**config.mk**
```make
export PLATFORM = sky130hd
export DESIGN_NAME = utf8_to_codepoint_decoder
export DESIGN_NICKNAME = d
export VERILOG_FILES = /design/src/u8d_pkg.sv /design/src/u8d_step.sv /design/src/utf8_to_codepoint_decoder.sv
export SDC_FILE = /design/constraint.sdc
export NUM_CORES = 1
export LEC_CHECK = 0
export ABC_CLOCK_PERIOD_IN_PS = 2600
export BUFFER_PORTS_ARGS = -buffer_cell sky130_fd_sc_hd__buf_2
export CORE_MARGIN = 2
export CORE_UTILIZATION = 29
export CTS_BUF_LIST = sky130_fd_sc_hd__clkbuf_16
export CTS_CLUSTER_DIAMETER = 60
export DETAILED_ROUTE_END_ITERATION = 8
export PLACE_DENSITY = 0.56
export SYNTH_ARGS = -nofsm -noshare
export SYNTH_HDL_FRONTEND = slang
export SYNTH_SLANG_ARGS = --single-unit
```
**constraint.sdc**
```tcl
create_clock -name clk -period 2.6 [get_ports clk]
set_input_delay 0.52 -clock clk [delete_from_list [all_inputs] [get_ports clk]]
set_output_delay 0.52 -clock clk [all_outputs]
set_load 0.03 [all_outputs]
```
**src/u8d_pkg.sv**
```systemverilog
`default_nettype none
// ----------------------------------------------------------------------------
// u8d_pkg
// Types and constants shared by the UTF-8 decoder modules.
// ----------------------------------------------------------------------------
package u8d_pkg;

    localparam int unsigned CP_W  = 21;
    localparam int unsigned BYTE_W = 8;

    localparam logic [CP_W-1:0] REPL_CHAR   = 21'h00FFFD;
    localparam logic [CP_W-1:0] MAX_SCALAR  = 21'h10FFFF;
    localparam logic [CP_W-1:0] SURR_LO     = 21'h00D800;
    localparam logic [CP_W-1:0] SURR_HI     = 21'h00DFFF;
    localparam logic [CP_W-1:0] MIN_LEN2    = 21'h000080;
    localparam logic [CP_W-1:0] MIN_LEN3    = 21'h000800;
    localparam logic [CP_W-1:0] MIN_LEN4    = 21'h010000;

    localparam logic [2:0] LEN_NONE = 3'd0;
    localparam logic [2:0] LEN_TWO  = 3'd2;
    localparam logic [2:0] LEN_THREE = 3'd3;
    localparam logic [2:0] LEN_FOUR = 3'd4;

    typedef struct packed {
        logic [BYTE_W-1:0] text_byte;
        logic              end_of_text;
    } in_beat_t;

    typedef struct packed {
        logic [CP_W-1:0] code_point;
        logic            last_of_run;
    } out_beat_t;

    typedef struct packed {
        logic [1:0]      pend_cnt;
        logic [2:0]      exp_len;
        logic [CP_W-1:0] partial;
    } u8d_state_t;

    typedef struct packed {
        logic            emit;
        logic [1:0]      repl_cnt;
        logic            has_final;
        logic [CP_W-1:0] final_cp;
    } u8d_run_t;

    function automatic logic [CP_W-1:0] check_value(input logic [CP_W-1:0] v,
                                                    input logic [2:0] len);
        logic bad;
        begin
            bad = 1'b0;
            if (len == LEN_TWO && v < MIN_LEN2)
            begin
                bad = 1'b1;
            end
            if (len == LEN_THREE && v < MIN_LEN3)
            begin
                bad = 1'b1;
            end
            if (len == LEN_FOUR && v < MIN_LEN4)
            begin
                bad = 1'b1;
            end
            if (v > MAX_SCALAR)
            begin
                bad = 1'b1;
            end
            if (v >= SURR_LO && v <= SURR_HI)
            begin
                bad = 1'b1;
            end
            check_value = bad ? REPL_CHAR : v;
        end
    endfunction

endpackage
`default_nettype wire

```
**src/u8d_step.sv**
```systemverilog
`default_nettype none
// ----------------------------------------------------------------------------
// u8d_step
// Decodes one byte against the held sequence state and describes the run of
// code points that the byte causes.
// ----------------------------------------------------------------------------
module u8d_step
    import u8d_pkg::*;
(
    input  wire in_beat_t   beat,
    input  wire u8d_state_t state,
    output u8d_state_t      state_next,
    output u8d_run_t        run
);

    logic [BYTE_W-1:0] b;
    logic              eot;
    logic [2:0]        lead_len;
    logic [CP_W-1:0]   lead_bits;
    logic              lead_final;
    logic [CP_W-1:0]   lead_cp;
    logic              lead_open;
    logic [2:0]        count;
    logic [CP_W-1:0]   v;

    assign b   = beat.text_byte;
    assign eot = beat.end_of_text;

    always_comb
    begin
        lead_len  = LEN_NONE;
        lead_bits = '0;
        if (b[7:5] == 3'b110)
        begin
            lead_len  = LEN_TWO;
            lead_bits = {16'd0, b[4:0]};
        end
        else if (b[7:4] == 4'b1110)
        begin
            lead_len  = LEN_THREE;
            lead_bits = {17'd0, b[3:0]};
        end
        else if (b[7:3] == 5'b11110)
        begin
            lead_len  = LEN_FOUR;
            lead_bits = {18'd0, b[2:0]};
        end

        lead_final = 1'b1;
        lead_open  = 1'b0;
        lead_cp    = REPL_CHAR;
        if (!b[7])
        begin
            lead_cp = {13'd0, b};
        end
        else if (lead_len != LEN_NONE && !eot)
        begin
            lead_final = 1'b0;
            lead_open  = 1'b1;
        end
    end

    assign count = {1'b0, state.pend_cnt} + 3'd1;
    assign v     = {state.partial[CP_W-7:0], b[5:0]};

    always_comb
    begin
        state_next = state;
        run        = '0;
        if (state.pend_cnt == 2'd0)
        begin
            run.has_final = lead_final;
            run.final_cp  = lead_cp;
            if (lead_open)
            begin
                state_next.pend_cnt = 2'd1;
                state_next.exp_len  = lead_len;
                state_next.partial  = lead_bits;
            end
        end
        else if (b[7:6] == 2'b10)
        begin
            if (count >= state.exp_len)
            begin
                run.has_final = 1'b1;
                run.final_cp  = check_value(v, state.exp_len);
                state_next    = '0;
            end
            else if (eot)
            begin
                run.repl_cnt = count[1:0];
                state_next   = '0;
            end
            else
            begin
                state_next.pend_cnt = count[1:0];
                state_next.partial  = v;
            end
        end
        else
        begin
            run.repl_cnt  = state.pend_cnt;
            run.has_final = lead_final;
            run.final_cp  = lead_cp;
            state_next    = '0;
            if (lead_open)
            begin
                state_next.pend_cnt = 2'd1;
                state_next.exp_len  = lead_len;
                state_next.partial  = lead_bits;
            end
        end
        if (eot)
        begin
            state_next = '0;
        end
        run.emit = run.has_final || (run.repl_cnt != 2'd0);
    end

endmodule
`default_nettype wire

```
**src/utf8_to_codepoint_decoder.sv**
```systemverilog
`default_nettype none
// ----------------------------------------------------------------------------
// utf8_to_codepoint_decoder
// UTF-8 byte stream to Unicode code points with U+FFFD replacement.
// The first code point of a byte is valid in the cycle after the byte is taken.
// One byte per cycle while the output register is empty or sends its last
// code point; a byte that yields N (0 to 4) code points holds it until taken.
// Reset: rst_n clears the held sequence and empties the output register at once.
// ----------------------------------------------------------------------------
module utf8_to_codepoint_decoder
    import u8d_pkg::*;
(
    input  wire logic     clk,
    input  wire logic     rst_n,
    input  wire logic     byte_valid,
    output logic          byte_ready,
    input  wire in_beat_t byte_data,
    output logic          cp_valid,
    input  wire logic     cp_ready,
    output out_beat_t     cp_data
);

    u8d_state_t      state_reg;
    u8d_state_t      state_next;
    u8d_run_t        run;
    logic            run_valid_reg;
    logic            run_valid_next;
    logic [1:0]      run_repl_reg;
    logic [1:0]      run_repl_next;
    logic            run_final_reg;
    logic            run_final_next;
    logic [CP_W-1:0] run_cp_reg;
    logic [CP_W-1:0] run_cp_next;
    logic            cp_last;
    logic            cp_fire;
    logic            byte_fire;

    u8d_step u_step
    (
        .beat       (byte_data),
        .state      (state_reg),
        .state_next (state_next),
        .run        (run)
    );

    assign cp_last    = (run_repl_reg == 2'd0) || (run_repl_reg == 2'd1 && !run_final_reg);
    assign cp_valid   = run_valid_reg;
    assign cp_fire    = cp_valid && cp_ready;
    assign byte_ready = !run_valid_reg || (cp_ready && cp_last);
    assign byte_fire  = byte_valid && byte_ready;

    assign cp_data.code_point  = (run_repl_reg != 2'd0) ? REPL_CHAR : run_cp_reg;
    assign cp_data.last_of_run = cp_last;

    always_comb
    begin
        run_valid_next = run_valid_reg;
        run_repl_next  = run_repl_reg;
        run_final_next = run_final_reg;
        run_cp_next    = run_cp_reg;
        if (cp_fire)
        begin
            if (cp_last)
            begin
                run_valid_next = 1'b0;
            end
            else
            begin
                run_repl_next = run_repl_reg - 2'd1;
            end
        end
        if (byte_fire && run.emit)
        begin
            run_valid_next = 1'b1;
            run_repl_next  = run.repl_cnt;
            run_final_next = run.has_final;
            run_cp_next    = run.final_cp;
        end
    end

    always_ff @(posedge clk or negedge rst_n)
    begin
        if (!rst_n)
        begin
            state_reg     <= '0;
            run_valid_reg <= 1'b0;
            run_repl_reg  <= 2'd0;
            run_final_reg <= 1'b0;
        end
        else
        begin
            if (byte_fire)
            begin
                state_reg <= state_next;
            end
            run_valid_reg <= run_valid_next;
            run_repl_reg  <= run_repl_next;
            run_final_reg <= run_final_next;
        end
    end

    always_ff @(posedge clk)
    begin
        run_cp_reg <= run_cp_next;
    end

    // A run that is shown always holds at least one code point.
    a_run_nonempty: assert property (@(posedge clk) disable iff (!rst_n)
        cp_valid |-> (run_repl_reg != 2'd0 || run_final_reg))
        else $error("empty run in output register");

    a_cp_range: assert property (@(posedge clk) disable iff (!rst_n)
        cp_valid |-> (cp_data.code_point <= MAX_SCALAR))
        else $error("code point above U+10FFFF");

    a_eot_closes: assert property (@(posedge clk) disable iff (!rst_n)
        (byte_fire && byte_data.end_of_text) |=> (state_reg.pend_cnt == 2'd0))
        else $error("sequence still open after end of text");

    a_open_seq_sane: assert property (@(posedge clk) disable iff (!rst_n)
        (state_reg.pend_cnt != 2'd0) |->
            (state_reg.exp_len >= LEN_TWO && state_reg.exp_len <= LEN_FOUR &&
             {1'b0, state_reg.pend_cnt} < state_reg.exp_len))
        else $error("held sequence count out of range");

endmodule
`default_nettype wire

```
==> out/results.txt, run 1 <==
Status: complete, no violations
Clock Skew: 3.65 ps
Largest net degree at the start of global routing: 25
Max-slew violation count: 0
Pre-CTS WS: -2.70 ps
Share of the clock period used by the worst path: 93.3%
Post-DP HPWL: 3750 µm
Gr ovfl total: 0
Hold Path Class: primary input to asynchronous set/reset pin
CP Capture Type: flop
Overall die area: 9020 µm²
Layout area overhead: 20.8%
Maxcap violations: 0
Clock buffer count from CTS: 5
P_leak: 1.18 nW
CTS Root Cell: clkbuf_16
Fin. Hold Viols: 0
IO Port Bufs: 36
Synth Area in Simple Gates: 18.9%
Syn Area/Cell: 11.3 µm²
Dominant cells by area after synthesis: edfxtp_1, dfrtp_1, a22o_1
Adder-cell share of the synthesized area: 3.65%
Period minus WS final: 2430 ps
Power per cell area: 960 nW/µm²
Vias post-DR: 1761
R2r startpoint: state_reg[24]
CTS tree: built
Area after DPL: 2730 µm²
Initial antenna violation count: 0
Post-synth cell types: 53
Crit Path Category: flop to flop
Largest family of logic cells by synthesized area: compound AO/OA/AOI/OAI gates
Sink Count: 45
Reg2Reg Depth: 9
Vias in the first global route: 1759
Post-route cell area: 2900 µm²
DRC viols: 0
First-pass GRT wire length: 8250 µm
Register area share after synthesis: 51.3%
Top-area cell type share of the netlist area: 26.3%
Actual slew at the worst max-slew pin: 561 ps
Crit path DAT: 2470 ps
Post-synthesis mux area share: 1.82%
Post-Syn Nets: 233
Syn. warnings: 0
Total core area: 8130 µm²
Worst-Skew Late Latency: 280 ps
Total track usage: 11.7%
Fraction of layout cells with a size suffix above 1: 28.1%
Die Ht: 95.0 µm
FF-to-FF End: run_cp_reg[1]
Area of the multi-input gates: 1090 µm²
Max reg flops: 21
Post-Syn Area: 2400 µm²
H-Tree Depth: 2
Hold-fix buffers at CTS: 0
Fin Setup TNS: 0 ps
Setup WS post-layout: 174 ps
Cells after synthesis: 213
Final setup vio count: 0
RSZ-0062 raised after global routing: no
Initial core utilization: 29.5%
IO Pins: 37
Highest ir drop seen on vdd: 0.340 mV
Register area: 1230 µm²
Drt total wl: 4820 µm
Final nets: 275
Compound-cell area share of the yosys netlist: 20.4%
1st-pass router iterations: 4
Largest area contributor in the netlist: edfxtp_1
Worst-path maximum fanout: 21
Routability Congestion: 0.824
Detail Route Antenna Nets: 0
Vias per std cell: 4.88
Fillers: 824
Most numerous cell in the Yosys netlist: dfrtp_1
Chip width: 95.0 µm
Worst-case clock buffer depth: 2
Xor and xnor area share after synthesis: 0%
Avg WL per Cell: 13.4 µm
R2R setup slack: 170 ps
DRT iter0 DRCs: 79
Critical Path RT: 2650 ps
Top cells by count, synth: dfrtp_1, edfxtp_1, a22o_1, nand2b_1, nor3_1
Reg clk slew, reported paths: 60 ps
Number of diodes: 0
Rows: 33
CP Launch Type: flop
Maximum clock rate: 0.412 GHz
Synth Flop Type: dfrtp_1
Slew headroom: 62.6%
Critical path origin: state_reg[24]
Synthesized flop and latch total: 45
Ys async rst share: 53.3%
Post-synth EDFFs: 21
[how the worst max path moves through the flow]
stage | to | slack (ps) | cells past startpoint
2_1_floorplan | run_cp_reg[0] | 10 | 8
3_3_place_gp | run_cp_reg[17] | 150 | 9
3_5_place_dp | run_cp_reg[17] | -3 | 9
4_1_cts | run_cp_reg[17] | 90 | 9
5_1_grt | run_cp_reg[7] | 40 | 9
6_report | run_cp_reg[1] | 170 | 9
[critical path: stages (launching register included)]
cell,delay (ps)
dfrtp_1,460
inv_1,100
ha_1,340
ha_1,290
nand2_1,110
o21ai_2,230
o22ai_2,130
a22oi_2,250
inv_1,110
buf_12,170
[report_power, final]
group | internal, mW | total, mW | leakage, nW | switching (mW)
registers | 0.897 | 0.975 | 0.519 | 0.0789
logic | 0.413 | 1.18 | 0.596 | 0.768
clock network | 0.358 | 0.627 | 0.0702 | 0.270
total | 1.67 | 2.78 | 1.18 | 1.12
[per-layer routing]
layer  GRT usage (%)  routed length [µm]  vias up
met4            3.26                  22        0
li1                -                   -      871
met5               0                   0        -
met2            19.2                2240       38
met1            15.4                2370      850
met3            2.87                 189        2
[cell families (layout without fill, tap and decap cells)]
kind of cell | count (synthesis) | after routing
compound gates | 60 | 60
fa+ha+maj | 7 | 7
buf+inv | 21 | 64
simple gates | 76 | 76
flops | 45 | 45
mux | 4 | 4
[cell usage in the layout (no fill, tap or decap), types with 3 or more instances in the layout]
| cell type | count |
|---|---|
| nor2_1 | 6 |
| buf_4 | 8 |
| a21oi_1 | 3 |
| ha_1 | 7 |
| and2_1 | 11 |
| edfxtp_1 | 21 |
| a22o_1 | 16 |
| o21a_1 | 5 |
| o21ai_1 | 11 |
| nand2_1 | 11 |
| nand2b_1 | 16 |
| nor3_1 | 13 |
| nand3_1 | 4 |
| dfrtp_1 | 24 |
| clkbuf_16 | 5 |
| buf_2 | 36 |
| inv_1 | 11 |
[through the flow]
stage               power [mW]  cells  util (%)  hold WS, ps
global route              2.97    361      35.7          259
detailed placement        2.17    352      33.6          495
CTS                       2.80    360      35.5          242
global placement          2.16    352      33.6          493
floorplan                 1.85    213         -          224
finish                    2.78    361      35.7          222
[cell type report]
cell class	instances	share of cell area, %
Sequential cell	45	42.5
Multi-Input combinational cell	147	37.6
Timing Repair Buffer	45	8.97
Tap cell	105	4.53
Clock buffer	5	4.31
Inverter	11	1.42
Clock inverter	3	0.733
[what timing repair did]
action | 4_1_cts | 5_1_grt
buffers inserted | 0 | 1
endpoints found under the hold margin | 0 | 0
resized for setup | 1 | 2
setup endpoints to repair | 21 | 27
pin swaps | 0 | 1
No activity file was read; power rests on OpenSTA's default activity.
==> run 2, diff against run 1 <==
--- a/config.mk
+++ b/config.mk
@@ -7,6 +7,7 @@
 export LEC_CHECK = 0
 export ABC_CLOCK_PERIOD_IN_PS = 2600
 export BUFFER_PORTS_ARGS = -buffer_cell sky130_fd_sc_hd__buf_2
+export CORE_ASPECT_RATIO = 2
 export CORE_MARGIN = 2
 export CORE_UTILIZATION = 29
 export CTS_BUF_LIST = sky130_fd_sc_hd__clkbuf_16
==> out/results.txt, run 2 (synthesized netlist as in run 1, its figures left out) <==
Net Sw Frac: 40.5% (+0.43 points)
Routability Congestion: 0.793 (-3.8%)
Max-slew violation count: 0 (unchanged)
Total track usage: 13.2% (+1.5 points)
CP Capture Type: flop
Period minus WS final: 2390 ps (-32.8 ps)
Fraction of layout cells with a size suffix above 1: 27.6% (-0.57 points)
CTS tree: built
Avg WL per Cell: 15.4 µm (+16%)
Final setup vio count: 0 (unchanged)
Crit Path Category: flop to flop
IO Port Bufs: 36 (unchanged)
P_leak: 1.17 nW (-0.99%)
Final nets: 273 (-0.73%)
Maxcap violations: 0 (unchanged)
Combinational power share: 42.4% (about the same)
Post-CTS Setup Inserts: 0 (unchanged)
Rows: 47 (+42%)
Power Total: 2.81 mW (+0.96%)
Fin. Hold Viols: 0 (unchanged)
Drt total wl: 5440 µm (+13%)
Crit path DAT: 2530 ps (+60 ps)
1st-pass router iterations: 4 (unchanged)
Critical Path RT: 2740 ps (+90 ps)
Clock Skew: 7.56 ps (+3.91 ps)
Share of the clock period used by the worst path: 92.1% (-1.3 points)
Chip width: 68.3 µm (-28%)
Hold-fix buffers at CTS: 0 (unchanged)
Gr ovfl total: 0 (unchanged)
Max reg flops: 21 (unchanged)
DRC viols: 0 (unchanged)
Status: complete, no violations
CP Launch Type: flop
Highest ir drop seen on vdd: 0.356 mV (+4.5%)
Vias post-DR: 1777 (+0.91%)
Number of diodes: 0 (unchanged)
Fin Setup TNS: 0 ps (unchanged)
Seq pwr share: 34.9% (about the same)
Worst-path maximum fanout: 7 (-67%)
DRT iter0 DRCs: 47 (-41%)
First-pass GRT wire length: 8770 µm (+6.3%)
Layout area overhead: 19.9%
Leading cell types in the layout, fill and taps excluded: buf_2, dfrtp_1, edfxtp_1
CTS Root Cell: clkbuf_16
Actual slew at the worst max-slew pin: 585 ps (+23.8 ps)
Power per cell area: 977 nW/µm² (+1.8%)
Total core area: 8170 µm² (+0.49%)
Commonest non-fill, non-tap cell in the layout: buf_2
Reg clk slew, reported paths: 70 ps (about the same)
Clock share of power: 22.7% (+0.2 points)
RSZ-0062 raised after global routing: no
Post-DP HPWL: 4300 µm (+15%)
Die Ht: 133 µm (+40%)
H-Tree Depth: 2 (unchanged)
Largest net degree at the start of global routing: 25 (unchanged)
Sink Count: 45 (unchanged)
Worst-Skew Late Latency: 290 ps (about the same)
Hold Path Class: primary input to asynchronous set/reset pin
Pint: 1.67 mW (+0.24%)
Switching power: 1.14 mW (+2.0%)
Vias per std cell: 5.05 (+3.5%)
Slew headroom: 61.0% (-1.6 points)
Worst-case clock buffer depth: 2 (unchanged)
Reg2Reg Depth: 9 (unchanged)
Detail Route Antenna Nets: 0 (unchanged)
Initial antenna violation count: 0 (unchanged)
IO Pins: 37 (unchanged)
Overall die area: 9070 µm² (+0.49%)
Vias in the first global route: 1790 (+1.8%)
Maximum clock rate: 0.418 GHz (+1.4%)
Initial core utilization: 29.4% (-0.14 points)
Clock buffer count from CTS: 5 (unchanged)
run 2: final cells by class:
class	instances	area, µm²
multi-input cells	147	1090
inverters	11	41.3
clock inverters	3	25.0
well taps	98	123
repair buffers	43	245
fillers	816	5300
flip-flops and latches	45	1230
clock buffers	5	125
run 2: worst paths after layout:
| kind | from | endpoint | slack (ps) |
|---|---|---|---|
| max in group asynchronous | rst_n | state_reg[24] | 1950 |
| setup reg to reg | state_reg[24] | run_cp_reg[1] | 210 |
| hold reg to reg | run_final_reg | run_final_reg | 520 |
| min in group clk | byte_data[2] | state_reg[1] | 470 |
| setup / recovery | state_reg[24] | run_cp_reg[1] | 210 |
| hold / removal | rst_n | state_reg[11] | 220 |
run 2: per-stage QoR:
step           hold slack (ps)  cells  area (µm²)  utilization, %  setup WS, ps
6_report                   221    352        2880            35.2           206
5_1_grt                    261    352        2880            35.2          28.3
4_1_cts                    247    352        2870            35.1          49.1
3_5_place_dp               504    344        2720            33.2          69.0
3_3_place_gp               501    344        2720            33.2           142
2_1_floorplan              224    213        2400               -          10.6
run 2: per-layer routing:
metal	routed length (µm)	GRT usage (%)	part of all wire, %
met1	1880	13.0	35
met2	3230	24.6	59
met3	186	2.55	3.4
met4	142	6.00	2.6
met5	0	0	0
run 2: worst max-delay path: stages, from the launching register on:
cell and delay [ps]:
dfrtp_2 420, inv_1 80, ha_1 340, ha_1 280
nand2_1 90, o21ai_1 200, buf_4 160, nand2_1 60
or3_1 440, a21boi_1 160
run 2: repair_timing:
item | CTS | global route
gates resized for setup | 0 | 3
endpoints found under the hold margin | 0 | 0
endpoints found under the setup margin | 0 | 22
run 2: power by group through the flow:
stage	logic (mW)	registers (mW)	clock network, mW
2_1_floorplan	0.865	0.983	0
3_3_place_gp	1.19	0.991	0
3_5_place_dp	1.20	0.994	0
4_1_cts	1.20	0.980	0.655
5_1_grt	1.32	0.995	0.680
6_report	1.19	0.981	0.639
==> run 3, diff against run 2 <==
--- a/config.mk
+++ b/config.mk
@@ -5,15 +5,15 @@
 export SDC_FILE = /design/constraint.sdc
 export NUM_CORES = 1
 export LEC_CHECK = 0
-export ABC_CLOCK_PERIOD_IN_PS = 2600
+export ABC_AREA = 1
+export ABC_CLOCK_PERIOD_IN_PS = 2800
 export BUFFER_PORTS_ARGS = -buffer_cell sky130_fd_sc_hd__buf_2
 export CORE_ASPECT_RATIO = 2
-export CORE_MARGIN = 2
 export CORE_UTILIZATION = 29
 export CTS_BUF_LIST = sky130_fd_sc_hd__clkbuf_16
 export CTS_CLUSTER_DIAMETER = 60
 export DETAILED_ROUTE_END_ITERATION = 8
-export PLACE_DENSITY = 0.56
+export PLACE_DENSITY = 0.54
 export SYNTH_ARGS = -nofsm -noshare
 export SYNTH_HDL_FRONTEND = slang
 export SYNTH_SLANG_ARGS = --single-unit
==> constraint.sdc (replaced) <==
create_clock -name clk -period 2.8 [get_ports clk]
set_input_delay 0.56 -clock clk [delete_from_list [all_inputs] [get_ports clk]]
set_output_delay 0.56 -clock clk [all_outputs]
set_load 0.03 [all_outputs]
==> out/results.txt, run 3 <==
Synthesized flop and latch total: 45 (unchanged)
Register area share after synthesis: 47.4% (-3.8 points)
Reg2Reg Depth: 12 (+3)
Fin. Hold Viols: 0 (unchanged)
Sink Count: 45 (unchanged)
Maximum clock rate: 0.408 GHz (-2.3%)
Total track usage: 14.0% (+0.85 points)
Post-Syn Area: 2590 µm² (+8.1%)
Syn. warnings: 0 (unchanged)
DRC viols: 0 (unchanged)
Vias in the first global route: 2049 (+14%)
DRT iter0 DRCs: 92 (+96%)
Largest area contributor in the netlist: edfxtp_1
Worst-case clock buffer depth: 2 (unchanged)
R2r startpoint: state_reg[24]
Dominant cells by area after synthesis: edfxtp_1, dfrtp_1, nand2_1
IO Port Bufs: 36 (unchanged)
Detail Route Antenna Nets: 0 (unchanged)
Number of diodes: 0 (unchanged)
Final nets: 375 (+37%)
Crit path DAT: 2420 ps (-110 ps)
CP Launch Type: flop
Worst-Skew Late Latency: 300 ps (about the same)
FF-to-FF End: run_cp_reg[9]
Share of the clock period used by the worst path: 87.5% (-4.6 points)
Family with the most delay on the worst path: simple AND/OR/NAND/NOR gates
Highest cell delay on the worst timing path: 430 ps (about the same)
CP Depth: 12 (+3)
Clock Skew: 8.02 ps (+0.460 ps)
Initial core utilization: 30.0% (+0.63 points)
Critical Path RT: 2770 ps (+30 ps)
Layout area overhead: 17.3%
Top-area cell type share of the netlist area: 24.3% (-2.0 points)
First-pass GRT wire length: 9530 µm (+8.7%)
Rows: 48 (+2.1%)
CP Capture Type: flop
Crit Path Category: flop to flop
Top cells by count, synth: nand2_1, inv_1, dfrtp_1, edfxtp_1, or2_2
Vias post-DR: 2058 (+16%)
Drt total wl: 5720 µm (+5.3%)
Leading cell types in the layout, fill and taps excluded: nand2_1, inv_1, buf_2
Initial antenna violation count: 0 (unchanged)
Final setup vio count: 0 (unchanged)
Overall die area: 9350 µm² (+3.2%)
Post-synth cell types: 27 (-49%)
P_leak: 1.50 nW (+28%)
Fin Setup TNS: 0 ps (unchanged)
Slew headroom: 60.3% (-0.76 points)
H-Tree Depth: 2 (unchanged)
Hold Path Class: primary input to asynchronous set/reset pin
CP endpoint: run_cp_reg[9]
Maxcap violations: 0 (unchanged)
1st-pass router iterations: 4 (unchanged)
Syn Area/Cell: 8.19 µm² (-27%)
R2R setup slack: 350 ps (+140 ps)
Period minus WS final: 2450 ps (+56.2 ps)
Post-DP HPWL: 4510 µm (+4.9%)
Die Ht: 136 µm (+2.3%)
Largest net degree at the start of global routing: 29 (+16%)
Util after Layout: 35.2% (about the same)
CTS tree: built
Status: complete, no violations
Commonest non-fill, non-tap cell in the layout: nand2_1
Post-synth EDFFs: 21 (unchanged)
Gr ovfl total: 0 (unchanged)
CTS Root Cell: clkbuf_16
Most numerous cell in the Yosys netlist: nand2_1
Reg clk slew, reported paths: 70 ps (about the same)
Worst-path cell chain: inv_1 -> ha_1 -> ha_1 -> nand2_1 -> inv_1 -> nand2_1 -> nand2_1 -> nor2_1 -> nand2_1 -> nand2_1 -> nand2_1 -> nand2_4
Avg WL per Cell: 12.6 µm (-19%)
Cells after synthesis: 317 (+49%)
Ys async rst share: 53.3% (unchanged)
Routability Congestion: 0.867 (+9.3%)
Max-slew violation count: 0 (unchanged)
RSZ-0062 raised after global routing: no
Buffers plus inverters on the worst setup path: 2 (unchanged)
Power per cell area: 1070 nW/µm² (+9.7%)
Max reg flops: 21 (unchanged)
Slowest CP cell: dfrtp_1
IO Pins: 37 (unchanged)
Hold-fix buffers at CTS: 0 (unchanged)
Actual slew at the worst max-slew pin: 596 ps (+11.3 ps)
Synth Flop Type: dfrtp_1
Chip width: 68.9 µm (+0.80%)
Post-Syn Nets: 337 (+45%)
Critical path origin: state_reg[24]
Most used cell, CP: nand2_1
Worst hold slack: 253 ps (+31.7 ps)
Placed cell count: 448 (+30%)
Fin cells: 456 (+30%)
Worst-path maximum fanout: 24 (+17)
Vias per std cell: 4.51 (-11%)
Highest ir drop seen on vdd: 0.265 mV (-26%)
Clock buffer count from CTS: 5 (unchanged)
Total core area: 8650 µm² (+5.8%)
Fraction of layout cells with a size suffix above 1: 25.3% (-2.3 points)
[run 3: cell count changes after synthesis, sizes merged, moves of 6 or more]
| cell | change |
|---|---|
| nor3 | -10 |
| nand2b | -17 |
| nor2 | +10 |
| nand4 | +6 |
| a22o | -16 |
| inv | +42 |
| nand2 | +93 |
| a21oi | +19 |
| or2 | +15 |
| o21ai | +7 |
| and2 | -12 |
| nand3 | +8 |
[run 3: logic make-up (layout without fill, tap and decap cells)]
family / count (synthesis) / in the layout / share of synthesized area [%]
AND/OR/NAND/NOR: 157 / 157 / 27.3
buffers and inverters: 62 / 101 / 10.3
AO/OA/AOI/OAI: 45 / 45 / 11.2
flip-flops: 45 / 45 / 47.4
adder cells (fa/ha/maj): 7 / 7 / 3.37
XOR/XNOR: 1 / 1 / 0.338
[run 3: layer usage]
| metal | vias to the layer above | part of all wire, % | track usage [%] |
|---|---|---|---|
| met5 | - | 0 | 0 |
| met1 | 933 | 38 | 14.1 |
| met4 | 0 | 4.7 | 8.96 |
| li1 | 1073 | - | - |
| met3 | 14 | 2.4 | 2.53 |
| met2 | 38 | 55 | 24.9 |
[run 3: what timing repair did]
action / CTS / global route
setup buffers: 0 / 0
setup endpoints to repair: 0 / 21
resized for setup: 0 / 1
[run 3: report_power, final]
group,total (mW),leakage [nW],switching [mW],internal [mW]
logic,1.50,0.919,1.03,0.477
registers,1.05,0.499,0.117,0.937
clock network,0.703,0.0859,0.274,0.429
[run 3: layout make-up]
type / instances / area, µm²
repair buffers: 40 / 210
inverters: 53 / 199
fillers: 928 / 5610
clock inverters: 3 / 50.0
well taps: 100 / 125
flip-flops and latches: 45 / 1230
multi-input cells: 210 / 1100
clock buffers: 5 / 125
[run 3: worst min path at each step]
stage | end | slack [ps]
2_1_floorplan | cp_valid | 260
3_3_place_gp | run_final_reg | 510
3_5_place_dp | state_reg[0] | 520
4_1_cts | state_reg[13] | 280
5_1_grt | state_reg[13] | 310
6_report | state_reg[13] | 250
[run 3: per-stage QoR]
stage          worst slack (ps)  cell area (µm²)  power (mW)
4_1_cts                     169             3040        3.30
6_report                    350             3040        3.26
3_5_place_dp                188             2860        2.59
2_1_floorplan               496             2590        2.26
5_1_grt                     116             3040        3.53
3_3_place_gp                276             2860        2.57
